$ cat src/rtl/assert_macros.svh
// ----------------------------------------------------------------------------
// Assertion macros
// Shared concurrent assertion forms, clocked on clk, disabled in reset.
// ----------------------------------------------------------------------------
`ifndef ASSERT_MACROS_SVH
`define ASSERT_MACROS_SVH

// Condition holds at every clock edge out of reset.
`define ASSERT_ALWAYS(lbl, cond, msg) \
	lbl: assert property (@(posedge clk) disable iff (!arst_n) (cond)) \
		else $error(msg);

// Antecedent implies consequent in the same cycle.
`define ASSERT_IMPLIES(lbl, pre, post, msg) \
	lbl: assert property (@(posedge clk) disable iff (!arst_n) (pre) |-> (post)) \
		else $error(msg);

`endif

$ cat src/rtl/trph_pkg.sv
// ----------------------------------------------------------------------------
// trph_pkg
// Types and constants shared by the tree routing packet handler modules.
// ----------------------------------------------------------------------------
package trph_pkg;

	localparam int ROUTE_ENTRIES = 64;

	localparam logic [7:0]         RANK_RESET   = 8'd255;
	localparam logic [7:0]         RANK_KEEP    = 8'd2;
	localparam logic signed [10:0] RSSI_RESET   = -11'sd1000;
	localparam logic [15:0]        PARENT_RESET = 16'h0000;
	localparam logic [15:0]        PARENT_LOST  = 16'h0100;
	localparam logic [6:0]         GOOD_LENGTH  = 7'd6;
	localparam logic [7:0]         CAST_BCAST   = 8'd0;

	localparam logic [7:0] MSG_ANNOUNCE = 8'd0;
	localparam logic [7:0] MSG_PDOWN    = 8'd1;
	localparam logic [7:0] MSG_DATA     = 8'd2;
	localparam logic [7:0] MSG_VALVE    = 8'd3;

	localparam logic REG_ADDR_LO = 1'b0;
	localparam logic REG_ADDR_HI = 1'b1;

	typedef enum logic [1:0] {
		OP_LOOKUP,
		OP_UPDATE,
		OP_INSERT
	} op_t;

	typedef enum logic [2:0] {
		ACT_ANNOUNCE,
		ACT_PDOWN,
		ACT_FORWARD,
		ACT_VALVE,
		ACT_CMD_UNI,
		ACT_CMD_BCAST
	} act_t;

	// Search token handed from cell to cell along the routing table.
	typedef struct packed {
		logic        valid;
		op_t         op;
		logic [15:0] target;
		logic [15:0] src;
		logic        done;
		logic [15:0] hop;
	} tok_t;

endpackage

$ cat src/rtl/trph_cell.sv
// ----------------------------------------------------------------------------
// trph_cell
// One routing table entry; matches, updates or fills on the passing token.
// ----------------------------------------------------------------------------
module trph_cell (
	input  logic          clk,
	input  logic          arst_n,
	input  logic          clear_all,
	input  trph_pkg::tok_t tok_in,
	output trph_pkg::tok_t tok_out
);
	import trph_pkg::*;

	logic        alive_q;
	logic [15:0] target_q;
	logic [15:0] hop_q;
	tok_t        tok_q;
	tok_t        tok_nxt;
	logic        match;
	logic        wr_hop;
	logic        wr_ins;

	assign match = alive_q && (target_q == tok_in.target);

	always_comb begin
		tok_nxt = tok_in;
		wr_hop  = 1'b0;
		wr_ins  = 1'b0;
		if (tok_in.valid && !tok_in.done) begin
			case (tok_in.op)
				OP_LOOKUP: begin
					if (match) begin
						tok_nxt.done = 1'b1;
						tok_nxt.hop  = hop_q;
					end
				end
				OP_UPDATE: begin
					if (match) begin
						tok_nxt.done = 1'b1;
						wr_hop       = 1'b1;
					end
				end
				OP_INSERT: begin
					// claim the first free entry
					if (!alive_q) begin
						tok_nxt.done = 1'b1;
						wr_ins       = 1'b1;
					end
				end
				default: ;
			endcase
		end
	end

	always_ff @(posedge clk or negedge arst_n) begin
		if (!arst_n) begin
			alive_q <= 1'b0;
			tok_q   <= '0;
		end else begin
			tok_q <= tok_nxt;
			if (clear_all)
				alive_q <= 1'b0;
			else if (wr_ins)
				alive_q <= 1'b1;
		end
	end

	always_ff @(posedge clk) begin
		if (wr_ins) begin
			target_q <= tok_in.target;
			hop_q    <= tok_in.src;
		end else if (wr_hop) begin
			hop_q <= tok_in.src;
		end
	end

	assign tok_out = tok_q;

endmodule

$ cat src/rtl/trph_chain.sv
// ----------------------------------------------------------------------------
// trph_chain
// Row of routing table cells; a token enters at the head, leaves at the tail.
// ----------------------------------------------------------------------------
module trph_chain (
	input  logic          clk,
	input  logic          arst_n,
	input  logic          clear_all,
	input  trph_pkg::tok_t head,
	output trph_pkg::tok_t tail
);
	import trph_pkg::*;

	tok_t link [ROUTE_ENTRIES+1];

	assign link[0] = head;

	for (genvar i = 0; i < ROUTE_ENTRIES; i++) begin : g_cell
		trph_cell u_cell (
			.clk       (clk),
			.arst_n    (arst_n),
			.clear_all (clear_all),
			.tok_in    (link[i]),
			.tok_out   (link[i+1])
		);
	end

	assign tail = link[ROUTE_ENTRIES];

endmodule

$ cat config.mk
export PLATFORM = sky130hd
export DESIGN_NAME = trph_chain
export DESIGN_NICKNAME = d
export VERILOG_FILES = /design/src/rtl/assert_macros.svh /design/src/rtl/trph_pkg.sv /design/src/rtl/trph_cell.sv /design/src/rtl/trph_chain.sv
export SDC_FILE = /design/constraint.sdc
export NUM_CORES = 2
export LEC_CHECK = 0
export BUFFER_PORTS_ARGS = -buffer_cell sky130_fd_sc_hd__buf_2
export CORE_MARGIN = 3
export CORE_UTILIZATION = 40
export CTS_CLUSTER_SIZE = 8
export DETAILED_ROUTE_END_ITERATION = 8
export RECOVER_POWER = 50
export SYNTH_ARGS = -nofsm -noshare
export SYNTH_HDL_FRONTEND = slang
export SYNTH_SLANG_ARGS = --single-unit
$ cat constraint.sdc
create_clock -name clk -period 7.15 [get_ports clk]
set_input_delay 1.43 -clock clk [delete_from_list [all_inputs] [get_ports clk]]
set_output_delay 1.43 -clock clk [all_outputs]
set_load 0.05 [all_outputs]
==> impl_metrics.ini <==
[outcome]
run_status = finished, violations left
violations_in_the_final_reports = capacitance limit, slew limit

[power_and_ir_drop]
vdd_drop_max_mv = 0.258
power.leakage_nw = 80.1
power_total_mw = 67.7
power-per-cell-area_mw_per_mm2 = 331

[yosys]
ys_seq_elements = 5440
synthesis.instances = 8767
synth.area.top_cells = dfrtp_1, edfxtp_1, mux2_2
synth-edff-count = 2048
synth-warning-count = 0
synth_top_cell_area_share_pct = 48.8
syn-mean-instance-area_sq_um = 19.8
synth_largest_area_cell = dfrtp_1
yosys_cell_types = 44
ys_dominant_reg_cell = dfrtp_1
seq_area_frac_synth_pct = 84.2
syn-num-nets = 8822
yosys.cell_count.top_type = dfrtp_1
ys_async_sr_fraction_pct = 62.4
yosys-top-cells-count = dfrtp_1, edfxtp_1, mux2_2, xnor2_1, nand4_1
post_synthesis_instance_area_sq_mm = 0.174

[sta]
final-max-slew-violation-count = 525
hold_violations = 0
timing.final.crit_share_pct = 57.2
rsz_0062_raised_after_global_routing = false
slew-limit-headroom_pct = -125
finalSetupTns_ns = 0
report.final.setup_viol = 0
setup_slack_ns = 3.06
layout_min_cycle_time_ns = 4.09
transition_at_the_pin_with_the_smallest_max_transition_slack_ns = 3.38
timing.fmax_mhz = 244
clk_skew_ns = 0.0627

[drt]
post-route-drc-count = 0
viasPerCell = 4.63
drtIter0Drc = 4466
detailed_routing_iteration_count_for_the_pre_antenna_repair_pass = 5
route.antenna.remaining_nets = 0
detailroute.via_count = 74222
drt_wl_total_microns = 290000
wire_per_inst_microns = 18.1

[cts]
h-tree-depth = 6
number_of_setup_buffers_added_after_cts = 0
clockRootBuffer = clkbuf_16
worst_setup_hold_path_clk_slew_ns = 0.05
tritoncts_num_sinks = 5440
cts_buffers = 750
tritoncts_clock_tree = yes
cts_hold_repair.buffers = 0
clock_latency_ns = 1.01
post_cts_resize_count = 0
cts_buffer_depth = 4

[setup_path]
worstSetupStartpointType = input pin
worst_setup_path_end_kind = asynchronous set/reset pin
reg2regPathDepth = 5
arrival_time_reported_for_the_critical_path_endpoint_ns = 5.03
crit_type = in2async
reg2reg_setup_slack_ns = 3.58
rr_startpoint = g_cell[13].u_cell.tok_out[36]$_DFF_PN0_
r2r-end = g_cell[14].u_cell.tok_out[9]$_DFF_PN0_
crit_required_ns = 8.09
cp_max_fo = 83

[floorplan]
core-area_sq_mm = 0.432
floorplan.die.height_microns = 665
floorplan.die.width_microns = 665
site_rows = 241
io_pins = 107
initial_utilization_pct = 40.2
die_area_sq_mm = 0.442

[worst_hold_path]
number_of_stages_on_the_worst_hold_path = 0
holdCritStartpoint = g_cell[22].u_cell.tok_out[19]$_DFF_PN0_
hold_path_class = reg2reg
holdPathEnd = g_cell[23].u_cell.tok_out[19]$_DFF_PN0_

[global_routing]
grt_max_degree = 179
antenna_found_initial = 10
grt_remaining_overflow = 0
first_pass_grt_wire_length_microns = 475000
first_global_vias = 83298
grt_util_all_layers_pct = 13.3

[job]
max_cap_violations = 9

[placement]
dp_slack_ns = 3.35
placed_cell_area_sq_mm = 0.182
place.port_buffers = 106
dpl.hpwl_microns = 182000
gp_congestion = 0.778

[layout]
area_delta_synth_final_pct = 17.7
n_fill_cell = 35486
layout.nets = 9753
final_core_util_pct = 47.4
fin_area_sq_mm = 0.205
layout-drive-gt1-share_pct = 19.8
[report_power, final]
part	internal, mW	switching (mW)	leakage (nW)
Combinational	0.442	0.734	10.8
Sequential	33.4	0.613	58.8
Clock	19.9	12.6	10.5
Total	53.7	13.9	80.1
[cell type report]
cell class | count | area (sq um) | area share, %
Multi-Input combinational cell | 3151 | 26700 | 13.1
Inverter | 95 | 357 | 0.174
Tap cell | 5710 | 7140 | 3.49
Timing Repair Buffer | 260 | 1700 | 0.832
Clock buffer | 1326 | 21100 | 10.3
Antenna cell | 3 | 7.51 | 0.00367
Sequential cell | 5440 | 146000 | 71.6
Clock inverter | 50 | 1140 | 0.558
[kinds of logic after synthesis]
family | count (synthesis) | share of synthesized area, %
buf+inv | 176 | 0.422
mux | 1024 | 6.66
flops | 5440 | 84.2
simple gates | 942 | 2.95
compound gates | 218 | 0.869
xor+xnor | 967 | 4.87
[layer usage]
| layer | global-route usage [%] | up-vias | share of wire, % |
|---|---|---|---|
| li1 | - | 33317 | - |
| met1 | 18.5 | 39075 | 45 |
| met2 | 21.3 | 1292 | 49 |
| met3 | 2.50 | 538 | 4.0 |
| met4 | 4.16 | 0 | 2.2 |
| met5 | 0 | - | 0 |
[flip-flops by register name, summed over array words and instances, names as in the netlist]
register                count
g_cell.u_cell.alive_q      64
g_cell.u_cell.target_q   1024
g_cell.u_cell.hop_q      1024
g_cell.u_cell.tok_out    3328
[cells in the final DEF, fill, tap and decap left out, types with 98 or more instances in the layout]
| cell type | instances |
|---|---|
| dfrtp_1 | 3392 |
| edfxtp_1 | 2048 |
| mux2_2 | 1014 |
| xnor2_1 | 769 |
| clkbuf_16 | 759 |
| clkbuf_1 | 630 |
| nand4_1 | 206 |
| xor2_1 | 198 |
| nor2_1 | 194 |
| nand2_1 | 118 |
| buf_4 | 108 |
| nand3_1 | 98 |
[through the flow]
| step | cells | hold WS (ns) |
|---|---|---|
| floorplan | 8767 | 0.349 |
| global placement | 14656 | 0.353 |
| detailed placement | 14656 | 0.357 |
| CTS | 16032 | 0.285 |
| global route | 16034 | 0.310 |
| finish | 16035 | 0.336 |
[critical path, cell delays in order]
cell and delay (ns):
buf_12 0.29, clkbuf_1 2.07, clkbuf_1 0.94
[worst max-delay path by stage]
stage | from | endpoint | slack [ns] | depth (start not counted)
floorplan | head[16] | g_cell[0].u_cell.hop_q[0]$_DFFE_PP_ | 3.74 | 3
global placement | head[47] | g_cell[0].u_cell.tok_out[11]$_DFF_PN0_ | 3.16 | 6
detailed placement | head[47] | g_cell[0].u_cell.tok_out[10]$_DFF_PN0_ | 3.35 | 6
CTS | g_cell[13].u_cell.tok_out[37]$_DFF_PN0_ | g_cell[14].u_cell.tok_out[12]$_DFF_PN0_ | 3.64 | 5
global route | arst_n | g_cell[52].u_cell.tok_out[13]$_DFF_PN0_ | 2.40 | 2
finish | arst_n | g_cell[46].u_cell.tok_out[40]$_DFF_PN0_ | 3.06 | 3
Power figures use the tool's default switching activity.
